$ cat config.mk
export PLATFORM = sky130hd
export DESIGN_NAME = demand_page_fill_planner_top
export DESIGN_NICKNAME = d
export VERILOG_FILES = /design/src/hw/rtl/dpfp_pkg.sv /design/src/hw/rtl/dpfp_ctrl.sv /design/src/hw/rtl/dpfp_dp.sv /design/src/hw/rtl/demand_page_fill_planner_top.sv
export VERILOG_INCLUDE_DIRS = /design/src /design/src/hw/rtl
export SDC_FILE = /design/constraint.sdc
export NUM_CORES = 2
export LEC_CHECK = 0
export BUFFER_PORTS_ARGS = -buffer_cell sky130_fd_sc_hd__buf_2
export CAP_MARGIN = 20
export CORE_ASPECT_RATIO = 1.2
export CORE_UTILIZATION = 40
export DETAILED_ROUTE_END_ITERATION = 10
export PLACE_DENSITY = 0.6
export REMOVE_ABC_BUFFERS = 1
export SYNTH_ARGS = -nofsm -noshare
export SYNTH_HDL_FRONTEND = slang
export SYNTH_SLANG_ARGS = --single-unit
$ cat constraint.sdc
create_clock -name i_clk -period 11 [get_ports i_clk]
set_input_delay 0.55 -clock i_clk [delete_from_list [all_inputs] [get_ports i_clk]]
set_output_delay 0.55 -clock i_clk [all_outputs]
set_load 0.05 [all_outputs]
$ cat src/hw/rtl/demand_page_fill_planner_top_macros.svh
// Assertion macros used by the fill planner controller.
// Each macro samples on i_clk and is disabled while i_rst_n is low.
`ifndef DEMAND_PAGE_FILL_PLANNER_TOP_MACROS_SVH
`define DEMAND_PAGE_FILL_PLANNER_TOP_MACROS_SVH
`ifndef SYNTH
`define DPFP_ASSERT_ALWAYS(lbl, cond, msg) \
    lbl: assert property (@(posedge i_clk) disable iff (!i_rst_n) (cond)) else $error(msg);
`define DPFP_ASSERT_IMPLIES(lbl, ante, cons, msg) \
    lbl: assert property (@(posedge i_clk) disable iff (!i_rst_n) (ante) |-> (cons)) \
        else $error(msg);
`define DPFP_ASSERT_NEXT(lbl, ante, cons, msg) \
    lbl: assert property (@(posedge i_clk) disable iff (!i_rst_n) (ante) |=> (cons)) \
        else $error(msg);
`else
`define DPFP_ASSERT_ALWAYS(lbl, cond, msg)
`define DPFP_ASSERT_IMPLIES(lbl, ante, cons, msg)
`define DPFP_ASSERT_NEXT(lbl, ante, cons, msg)
`endif
`endif

$ cat src/hw/rtl/dpfp_pkg.sv
package dpfp_pkg;

    // Default geometry.
    localparam int PAGE_BYTES_DEF  = 128;
    localparam int FRAME_COUNT_DEF = 256;

    // Fixed field widths.
    localparam int PAGE_W    = 25;
    localparam int FRAME_W   = 8;
    localparam int CFG_W     = 32;
    localparam int CFG_IDX_W = 3;
    localparam int KIND_W    = 2;
    localparam int MEM_W     = 15;
    localparam int IMG_W     = 32;
    localparam int LEN_W     = 8;

    // Fill command kinds.
    typedef enum logic [KIND_W-1:0] {
        KIND_CODE = 2'd0,
        KIND_DATA = 2'd1,
        KIND_BSS  = 2'd2,
        KIND_REST = 2'd3
    } t_kind;

    // Configuration register indexes.
    typedef enum logic [CFG_IDX_W-1:0] {
        CFG_CODE_BASE   = 3'd0,
        CFG_CODE_LENGTH = 3'd1,
        CFG_CODE_IMAGE  = 3'd2,
        CFG_DATA_BASE   = 3'd3,
        CFG_DATA_LENGTH = 3'd4,
        CFG_DATA_IMAGE  = 3'd5,
        CFG_BSS_BASE    = 3'd6,
        CFG_BSS_LENGTH  = 3'd7
    } t_cfg_index;

    // Commands from the controller to the datapath.
    typedef struct packed {
        logic load;
        logic quot;
        logic rem;
        logic base;
        logic match;
        logic size;
        logic advance;
    } t_cmd;

    // Status from the datapath to the controller.
    typedef struct packed {
        logic last;
    } t_sts;

endpackage

$ cat src/hw/rtl/dpfp_ctrl.sv
`include "demand_page_fill_planner_top_macros.svh"

module dpfp_ctrl (
    input  logic          i_clk,
    input  logic          i_rst_n,
    input  logic          i_in_valid,
    output logic          o_in_stall,
    output logic          o_out_valid,
    input  logic          i_out_stall,
    input  dpfp_pkg::t_sts i_sts,
    output dpfp_pkg::t_cmd o_cmd
);

    typedef enum logic [6:0] {
        S_IDLE  = 7'b0000001,
        S_QUOT  = 7'b0000010,
        S_REM   = 7'b0000100,
        S_BASE  = 7'b0001000,
        S_MATCH = 7'b0010000,
        S_SIZE  = 7'b0100000,
        S_EMIT  = 7'b1000000
    } t_state;

    t_state r_state;
    t_state n_state;

    // Next state: three setup steps, then match, size and emit for each word.
    always_comb begin
        n_state = r_state;
        case (r_state)
            S_IDLE: begin
                if (i_in_valid) n_state = S_QUOT;
            end
            S_QUOT:  n_state = S_REM;
            S_REM:   n_state = S_BASE;
            S_BASE:  n_state = S_MATCH;
            S_MATCH: n_state = S_SIZE;
            S_SIZE:  n_state = S_EMIT;
            S_EMIT: begin
                if (!i_out_stall) n_state = i_sts.last ? S_IDLE : S_MATCH;
            end
            default: n_state = S_IDLE;
        endcase
    end

    always_ff @(posedge i_clk) begin
        if (!i_rst_n) begin
            r_state <= S_IDLE;
        end else begin
            r_state <= n_state;
        end
    end

    // Handshakes and datapath commands.
    assign o_in_stall    = (r_state != S_IDLE);
    assign o_out_valid   = (r_state == S_EMIT);
    assign o_cmd.load    = (r_state == S_IDLE) && i_in_valid;
    assign o_cmd.quot    = (r_state == S_QUOT);
    assign o_cmd.rem     = (r_state == S_REM);
    assign o_cmd.base    = (r_state == S_BASE);
    assign o_cmd.match   = (r_state == S_MATCH);
    assign o_cmd.size    = (r_state == S_SIZE);
    assign o_cmd.advance = (r_state == S_EMIT) && !i_out_stall;

    `DPFP_ASSERT_ALWAYS(a_busy_while_out, !o_out_valid || o_in_stall, "word shown while idle")
    `DPFP_ASSERT_NEXT(a_load_starts, o_cmd.load, r_state == S_QUOT, "accepted page did not start")
    `DPFP_ASSERT_NEXT(a_more_words, o_cmd.advance && !i_sts.last, r_state == S_MATCH, "walk stopped early")

endmodule

$ cat src/hw/rtl/dpfp_dp.sv
module dpfp_dp #(
    parameter int PAGE_BYTES  = dpfp_pkg::PAGE_BYTES_DEF,
    parameter int FRAME_COUNT = dpfp_pkg::FRAME_COUNT_DEF
) (
    input  logic                           i_clk,
    input  logic                           i_rst_n,
    input  logic                           i_cfg_we,
    input  logic [dpfp_pkg::CFG_IDX_W-1:0] i_cfg_index,
    input  logic [dpfp_pkg::CFG_W-1:0]     i_cfg_data,
    input  logic [dpfp_pkg::PAGE_W-1:0]    i_virtual_page,
    input  logic [dpfp_pkg::FRAME_W-1:0]   i_frame,
    input  dpfp_pkg::t_cmd                 i_cmd,
    output dpfp_pkg::t_sts                 o_sts,
    output logic [dpfp_pkg::KIND_W-1:0]    o_kind,
    output logic [dpfp_pkg::MEM_W-1:0]     o_mem_address,
    output logic [dpfp_pkg::IMG_W-1:0]     o_image_address,
    output logic [dpfp_pkg::LEN_W-1:0]     o_chunk_length,
    output logic                           o_last,
    output logic                           o_read_only,
    output logic                           o_page_in
);

    localparam int VW      = dpfp_pkg::PAGE_W + $clog2(PAGE_BYTES);
    localparam int SEG_W   = dpfp_pkg::CFG_W + 1;
    localparam int CW      = (VW > SEG_W) ? VW : SEG_W;
    localparam int OW      = $clog2(PAGE_BYTES + 1);
    localparam int RECIP_SH = 16;
    localparam int RECIP   = (1 << RECIP_SH) / FRAME_COUNT;
    localparam int QP_W    = dpfp_pkg::FRAME_W + RECIP_SH + 1;

    // Configuration registers.
    logic [dpfp_pkg::CFG_W-1:0] r_code_base, r_code_len, r_code_img;
    logic [dpfp_pkg::CFG_W-1:0] r_data_base, r_data_len, r_data_img;
    logic [dpfp_pkg::CFG_W-1:0] r_bss_base, r_bss_len;

    // Per-page setup.
    logic [dpfp_pkg::PAGE_W-1:0]  r_page;
    logic [dpfp_pkg::FRAME_W-1:0] r_frame;
    logic [dpfp_pkg::FRAME_W-1:0] r_q;
    logic [dpfp_pkg::FRAME_W-1:0] r_rem;
    logic [dpfp_pkg::MEM_W-1:0]   r_mem0;
    logic [SEG_W-1:0]             r_code_end, r_data_end, r_bss_end;
    logic                         r_code_on, r_data_on, r_bss_on;
    logic [dpfp_pkg::IMG_W-1:0]   r_code_delta, r_data_delta;

    // Walk state.
    logic [VW-1:0]              r_v;
    logic [OW-1:0]              r_offs;
    logic [OW-1:0]              r_new_offs;
    logic [OW-1:0]              r_size;
    logic [1:0]                 r_cnt;
    logic                       r_ro, r_pin;
    dpfp_pkg::t_kind            r_kind;
    logic [SEG_W-1:0]           r_span;
    logic [dpfp_pkg::IMG_W-1:0] r_img;

    // Output word.
    dpfp_pkg::t_kind              r_o_kind;
    logic [dpfp_pkg::MEM_W-1:0]   r_o_mem;
    logic [dpfp_pkg::IMG_W-1:0]   r_o_img;
    logic [dpfp_pkg::LEN_W-1:0]   r_o_len;
    logic                         r_o_last, r_o_ro, r_o_pin;

    // Setup arithmetic: frame modulo by reciprocal, then page start and frame base.
    logic [QP_W-1:0]  quot_prod;
    logic [VW-1:0]    v_start;
    logic [31:0]      rem_prod, rem_diff, rem_fix;
    logic [31:0]      mem0_full;

    always_comb begin
        quot_prod = QP_W'(r_frame) * QP_W'(RECIP);
        v_start   = VW'(r_page) * VW'(PAGE_BYTES);
        rem_prod  = 32'(r_q) * 32'(FRAME_COUNT);
        rem_diff  = 32'(r_frame) - rem_prod;
        rem_fix   = (rem_diff >= 32'(FRAME_COUNT)) ? rem_diff - 32'(FRAME_COUNT) : rem_diff;
        mem0_full = 32'(r_rem) * 32'(PAGE_BYTES);
    end

    // Segment match at the current address, first hit wins.
    logic [CW-1:0]              v_ext;
    logic                       in_code, in_data, in_bss;
    logic [CW-1:0]              code_diff, data_diff, bss_diff;
    logic [OW-1:0]              rest;
    dpfp_pkg::t_kind            m_kind;
    logic [SEG_W-1:0]           m_span;
    logic [dpfp_pkg::IMG_W-1:0] m_img;

    always_comb begin
        v_ext     = CW'(r_v);
        in_code   = r_code_on && (v_ext >= CW'(r_code_base)) && (v_ext < CW'(r_code_end));
        in_data   = r_data_on && (v_ext >= CW'(r_data_base)) && (v_ext < CW'(r_data_end));
        in_bss    = r_bss_on && (v_ext >= CW'(r_bss_base)) && (v_ext < CW'(r_bss_end));
        code_diff = CW'(r_code_end) - v_ext;
        data_diff = CW'(r_data_end) - v_ext;
        bss_diff  = CW'(r_bss_end) - v_ext;
        rest      = OW'(PAGE_BYTES) - r_offs;
        if (in_code) begin
            m_kind = dpfp_pkg::KIND_CODE;
            m_span = code_diff[SEG_W-1:0];
            m_img  = v_ext[dpfp_pkg::IMG_W-1:0] + r_code_delta;
        end else if (in_data) begin
            m_kind = dpfp_pkg::KIND_DATA;
            m_span = data_diff[SEG_W-1:0];
            m_img  = v_ext[dpfp_pkg::IMG_W-1:0] + r_data_delta;
        end else if (in_bss) begin
            m_kind = dpfp_pkg::KIND_BSS;
            m_span = bss_diff[SEG_W-1:0];
            m_img  = '0;
        end else begin
            m_kind = dpfp_pkg::KIND_REST;
            m_span = SEG_W'(rest);
            m_img  = '0;
        end
    end

    // Chunk size, clipped at the page end, and the flags it leaves behind.
    logic [OW-1:0] size;
    logic [OW-1:0] new_offs;
    logic          last;
    logic          ro_n, pin_n;
    logic [31:0]   offs_ext, size_ext;

    always_comb begin
        size     = (r_span < SEG_W'(rest)) ? r_span[OW-1:0] : rest;
        new_offs = r_offs + size;
        last     = (new_offs == OW'(PAGE_BYTES)) || (r_cnt == 2'd3);
        ro_n     = r_ro || ((r_kind == dpfp_pkg::KIND_CODE) && (size == OW'(PAGE_BYTES)));
        pin_n    = r_pin || (r_kind == dpfp_pkg::KIND_CODE) || (r_kind == dpfp_pkg::KIND_DATA);
        offs_ext = 32'(r_offs);
        size_ext = 32'(size);
    end

    // Configuration writes.
    always_ff @(posedge i_clk) begin
        if (!i_rst_n) begin
            r_code_base <= '0;
            r_code_len  <= '0;
            r_code_img  <= '0;
            r_data_base <= '0;
            r_data_len  <= '0;
            r_data_img  <= '0;
            r_bss_base  <= '0;
            r_bss_len   <= '0;
        end else if (i_cfg_we) begin
            case (dpfp_pkg::t_cfg_index'(i_cfg_index))
                dpfp_pkg::CFG_CODE_BASE:   r_code_base <= i_cfg_data;
                dpfp_pkg::CFG_CODE_LENGTH: r_code_len  <= i_cfg_data;
                dpfp_pkg::CFG_CODE_IMAGE:  r_code_img  <= i_cfg_data;
                dpfp_pkg::CFG_DATA_BASE:   r_data_base <= i_cfg_data;
                dpfp_pkg::CFG_DATA_LENGTH: r_data_len  <= i_cfg_data;
                dpfp_pkg::CFG_DATA_IMAGE:  r_data_img  <= i_cfg_data;
                dpfp_pkg::CFG_BSS_BASE:    r_bss_base  <= i_cfg_data;
                dpfp_pkg::CFG_BSS_LENGTH:  r_bss_len   <= i_cfg_data;
                default: ;
            endcase
        end
    end

    // Walk control registers.
    always_ff @(posedge i_clk) begin
        if (!i_rst_n) begin
            r_offs <= '0;
            r_cnt  <= '0;
            r_ro   <= 1'b0;
            r_pin  <= 1'b0;
        end else if (i_cmd.load) begin
            r_offs <= '0;
            r_cnt  <= '0;
            r_ro   <= 1'b0;
            r_pin  <= 1'b0;
        end else if (i_cmd.size) begin
            r_ro   <= ro_n;
            r_pin  <= pin_n;
        end else if (i_cmd.advance) begin
            r_offs <= r_new_offs;
            r_cnt  <= r_cnt + 2'd1;
        end
    end

    // Payload registers.
    always_ff @(posedge i_clk) begin
        if (i_cmd.load) begin
            r_page  <= i_virtual_page;
            r_frame <= i_frame;
        end
        if (i_cmd.quot) begin
            r_q          <= quot_prod[RECIP_SH +: dpfp_pkg::FRAME_W];
            r_v          <= v_start;
            r_code_end   <= SEG_W'(r_code_base) + SEG_W'(r_code_len);
            r_data_end   <= SEG_W'(r_data_base) + SEG_W'(r_data_len);
            r_bss_end    <= SEG_W'(r_bss_base) + SEG_W'(r_bss_len);
            r_code_on    <= (r_code_len != '0);
            r_data_on    <= (r_data_len != '0);
            r_bss_on     <= (r_bss_len != '0);
            r_code_delta <= r_code_img - r_code_base;
            r_data_delta <= r_data_img - r_data_base;
        end
        if (i_cmd.rem) begin
            r_rem <= rem_fix[dpfp_pkg::FRAME_W-1:0];
        end
        if (i_cmd.base) begin
            r_mem0 <= mem0_full[dpfp_pkg::MEM_W-1:0];
        end
        if (i_cmd.match) begin
            r_kind <= m_kind;
            r_span <= m_span;
            r_img  <= m_img;
        end
        if (i_cmd.size) begin
            r_size     <= size;
            r_new_offs <= new_offs;
            r_o_kind   <= r_kind;
            r_o_mem    <= r_mem0 + offs_ext[dpfp_pkg::MEM_W-1:0];
            r_o_img    <= r_img;
            r_o_len    <= size_ext[dpfp_pkg::LEN_W-1:0];
            r_o_last   <= last;
            r_o_ro     <= last && ro_n;
            r_o_pin    <= last && pin_n;
        end
        if (i_cmd.advance) begin
            r_v <= r_v + VW'(r_size);
        end
    end

    assign o_sts.last      = r_o_last;
    assign o_kind          = r_o_kind;
    assign o_mem_address   = r_o_mem;
    assign o_image_address = r_o_img;
    assign o_chunk_length  = r_o_len;
    assign o_last          = r_o_last;
    assign o_read_only     = r_o_ro;
    assign o_page_in       = r_o_pin;

endmodule

$ cat src/hw/rtl/demand_page_fill_planner_top.sv
// Demand page fill planner.
// Input channel (i_in_valid / o_in_stall) takes one word per page fault: the
// virtual page number and the physical frame assigned to it.
// Output channel (o_out_valid / i_out_stall) gives one to four fill commands
// per page, in address order; o_last marks the final one, which also carries
// the read-only and page-in flags.
// The configuration port writes the three segment descriptions with
// i_cfg_we / i_cfg_index / i_cfg_data; write it only while the block is idle.
// After a page is accepted, the setup steps run (quotient, remainder, frame
// base); each command then passes through the match, size and emit states,
// and the next command starts only after the previous one is taken. The
// controller returns to idle after the last command is taken.
// One page is worked on at a time; the shared match and clip logic handles
// one command at a time.
// Reset clears all segment registers to zero (all segments absent) and
// returns the controller to idle.
// While i_out_stall is high the current command is held unchanged and the walk
// waits; the next page is not accepted until the last command has been taken.
module demand_page_fill_planner_top #(
    parameter int PAGE_BYTES  = dpfp_pkg::PAGE_BYTES_DEF,
    parameter int FRAME_COUNT = dpfp_pkg::FRAME_COUNT_DEF
) (
    input  logic                           i_clk,
    input  logic                           i_rst_n,
    input  logic                           i_cfg_we,
    input  logic [dpfp_pkg::CFG_IDX_W-1:0] i_cfg_index,
    input  logic [dpfp_pkg::CFG_W-1:0]     i_cfg_data,
    input  logic                           i_in_valid,
    output logic                           o_in_stall,
    input  logic [dpfp_pkg::PAGE_W-1:0]    i_virtual_page,
    input  logic [dpfp_pkg::FRAME_W-1:0]   i_frame,
    output logic                           o_out_valid,
    input  logic                           i_out_stall,
    output logic [dpfp_pkg::KIND_W-1:0]    o_kind,
    output logic [dpfp_pkg::MEM_W-1:0]     o_mem_address,
    output logic [dpfp_pkg::IMG_W-1:0]     o_image_address,
    output logic [dpfp_pkg::LEN_W-1:0]     o_chunk_length,
    output logic                           o_last,
    output logic                           o_read_only,
    output logic                           o_page_in
);

    dpfp_pkg::t_cmd cmd;
    dpfp_pkg::t_sts sts;

    // Sequencer for setup and the per-command walk.
    dpfp_ctrl u_ctrl (
        .i_clk       (i_clk),
        .i_rst_n     (i_rst_n),
        .i_in_valid  (i_in_valid),
        .o_in_stall  (o_in_stall),
        .o_out_valid (o_out_valid),
        .i_out_stall (i_out_stall),
        .i_sts       (sts),
        .o_cmd       (cmd)
    );

    // Segment registers, address arithmetic and output word.
    dpfp_dp #(
        .PAGE_BYTES  (PAGE_BYTES),
        .FRAME_COUNT (FRAME_COUNT)
    ) u_dp (
        .i_clk           (i_clk),
        .i_rst_n         (i_rst_n),
        .i_cfg_we        (i_cfg_we),
        .i_cfg_index     (i_cfg_index),
        .i_cfg_data      (i_cfg_data),
        .i_virtual_page  (i_virtual_page),
        .i_frame         (i_frame),
        .i_cmd           (cmd),
        .o_sts           (sts),
        .o_kind          (o_kind),
        .o_mem_address   (o_mem_address),
        .o_image_address (o_image_address),
        .o_chunk_length  (o_chunk_length),
        .o_last          (o_last),
        .o_read_only     (o_read_only),
        .o_page_in       (o_page_in)
    );

endmodule
==> out/metrics.cfg <==
[critical_path]
max_stage_delay_ps = 740
path_delay_family = compound AO/OA/AOI/OAI gates
criticalPathCategory = reg -> reg
reg2reg_from = u_dp.r_v[1]
crit_chain = inv_1 -> ha_1 -> nor2b_1 -> o31ai_1 -> a211oi_1 -> a211oi_1 -> a21o_1 -> a21oi_2 -> o41ai_4 -> buf_4 -> nand3_1 -> buf_4 -> a2111oi_0 -> a211o_1
r2r-end = u_dp.r_span[27]
slowest_stage = edfxtp_1
startpoint_type = register
regToRegSetupSlack_ps = 5600
crit_fanout = 68
required_ps = 11520
cp_num_buf_inv = 3
arrival_ps = 5910
end_kind = register
rr_worst_depth = 14

[worst_hold_path]
hp-start = i_virtual_page[17]
hold_class = in -> reg
holdPathEnd = u_dp.r_page[17]
holdPathStages = 1

[synth]
ys_top_cells_by_count = nand2_1, ha_1, edfxtp_1, a21oi_1, dfxtp_1
synth_top_family_by_area = compound AO/OA/AOI/OAI gates
synth_xor_area_share_pct = 6.33
synth_compound_area_share_pct = 21.0
synth_edf_count = 382
synth_seq_area_share_pct = 39.9
async_reset_ff_share_pct = 0
syn_area_sq_um = 42600
yosys.cell_types.count = 90
yosysTopAreaCellShare_pct = 26.9
yosysTopAreaCell = edfxtp_1
synthAdderAreaFrac_pct = 13.4
synth_simple_gate_area_share_pct = 15.3
synth_cells = 4578
synth_top_cells_by_area = edfxtp_1, dfxtp_1, ha_1
yosysMostFrequentCell = nand2_1
avgSynthCellArea_sq_um = 9.30
synthMuxAreaShare_pct = 0.441
synth_flop_cell = edfxtp_1
synth-seq-cells = 657
ys_warn_count = 0

[timing]
clock.fmax_mhz = 185
max-slew-margin-rel_pct = 32.9
grt_setup_unrepaired = false
period_needed_ps = 5400
hold_viol_final = 0
worstMarginPinSlew_ps = 998
setup_tns_ps = 0
slew_viol_final = 0
skew_ps = 31.9
finalCritPeriodShare_pct = 49.1
hold_ws_ps = 78.6
setup_viol = 0

[global_routing]
globalRoute.totalOverflow = 0
grtUsageTotal_pct = 24.8
grt_antenna_before_repair = 3
grt_pass1_vias = 33300
grt_max_degree = 192
grt_pass1_wl_mm = 202

[clock_tree]
post_cts_resized = 0
h-tree-depth = 3
clk_latency_ps = 650
holdBufCountCts = 0
cts_inserted_buffers = 74
clock_tree.root_cell = clkbuf_16
path_clk_slew_ps = 70
clock_path_buffers = 3
cts_setup_buffers = 0
clock_sinks = 657
cts_tree = done

[power_and_ir_drop]
peakVddDrop_mv = 0.110
power_density_nw_per_um2 = 131
p_leak_uw = 0.0187

[floorplan]
io_pins = 135
num_rows = 130
die_y_um = 359
core_area_sq_um = 105000
start_util_pct = 40.5
die-area_sq_um = 108000
die_w_um = 300

[drt]
wire_per_inst_um = 22.3
ant_nets = 0
drc = 0
dr_total_vias = 34500
drt_iter0_markers = 2721
routed_via_density = 5.63
totalWireLength_mm = 137
dr.pass1.iters = 5

[finish]
nets = 5200
multi_input_area_sq_um = 24100
finalInstanceArea_sq_um = 47300
num-fill-cells = 10200
seqCellArea_sq_um = 17000
drive_gt1_share_pct = 7.78
areaGrowthSynthToFinish_pct = 11.2

[run_status]
status = complete, no violations

[placed_design]
numPortBuffers = 134
postPlaceCellArea_sq_um = 44800
gp_congestion = 0.938
hpwl_mm = 108

[job]
maxCapViolCount = 0

## area by class of cell
class / count / area share [%]
timing repair buffer: 181 / 2.20
inverter: 244 / 1.94
antenna: 3 / 0.0159
sequential: 657 / 35.9
clock inverter: 46 / 1.17
tap: 1386 / 3.66
clock buffer: 91 / 4.28
multi-input combinational: 3521 / 50.9
## placed cells by master (no fill, tap or decap), types with 134 or more instances in the layout
cell type / n
nand2_1: 723
ha_1: 436
edfxtp_1: 382
a21oi_1: 284
dfxtp_1: 275
a21boi_0: 265
inv_1: 243
xnor2_1: 209
nor2_1: 204
a21o_1: 182
o21ai_0: 177
buf_2: 134
## sequential cells by signal, summed over array words and instances, names as in the netlist, 33 cells and up
| name | count |
|---|---|
| u_dp.r_bss_end | 33 |
| u_dp.r_code_end | 33 |
| u_dp.r_data_end | 33 |
| u_dp.r_span | 33 |
## per-stage QoR
step	setup WS (ps)	instances	power (uW)	util, %
final	5600	6129	6190	45.1
after global routing	5420	6127	6410	45.1
after CTS	5620	6126	6230	45.1
after detailed placement	5630	5989	3570	42.6
after global placement	5780	5988	3560	42.6
after floorplan	4380	4422	3280	-
## power breakdown
group	internal (uW)	switching, uW
Sequential	2680	49.2
Clock	1560	1100
Combinational	313	489
Total	4550	1630
## worst reg2reg max path, stage by stage (launching register included)
cell and delay, ps:
edfxtp_1 740, inv_1 320, ha_1 500, nor2b_1 200, o31ai_1 350, a211oi_1 180
a211oi_1 550, a21o_1 250, a21oi_2 140, o41ai_4 300, buf_4 690, nand3_1 220
buf_4 310, a2111oi_0 400, a211o_1 160
## worst max path at each step
| stage | startpoint | end | depth (start not counted) | slack (ps) |
|---|---|---|---|---|
| after global routing | u_dp.r_v[1] | u_dp.r_span[27] | 14 | 5420 |
| after detailed placement | u_dp.r_v[1] | u_dp.r_span[27] | 14 | 5630 |
| final | u_dp.r_v[1] | u_dp.r_span[27] | 14 | 5600 |
| after floorplan | u_ctrl.r_state[0] | u_ctrl.r_state[0] | 8 | 4380 |
| after global placement | u_dp.r_v[1] | u_dp.r_span[27] | 14 | 5780 |
| after CTS | u_dp.r_v[1] | u_dp.r_span[27] | 14 | 5620 |
## per-layer routing
layer	up-vias	GRT usage [%]	routed length, um	share of wire (%)
li1	16800	-	-	-
met1	16500	33.4	61600	45
met2	987	40.1	62100	45
met3	217	2.80	7270	5.3
met4	2	10.1	5550	4.1
met5	-	0	8	0.0059
## logic make-up after synthesis
group / after synthesis
buffers and inverters: 400
flip-flops: 657
multiplexers: 17
AO/OA/AOI/OAI: 1318
XOR/XNOR: 307
AND/OR/NAND/NOR: 1430
adder cells (fa/ha/maj): 449
Power figures use the tool's default switching activity.
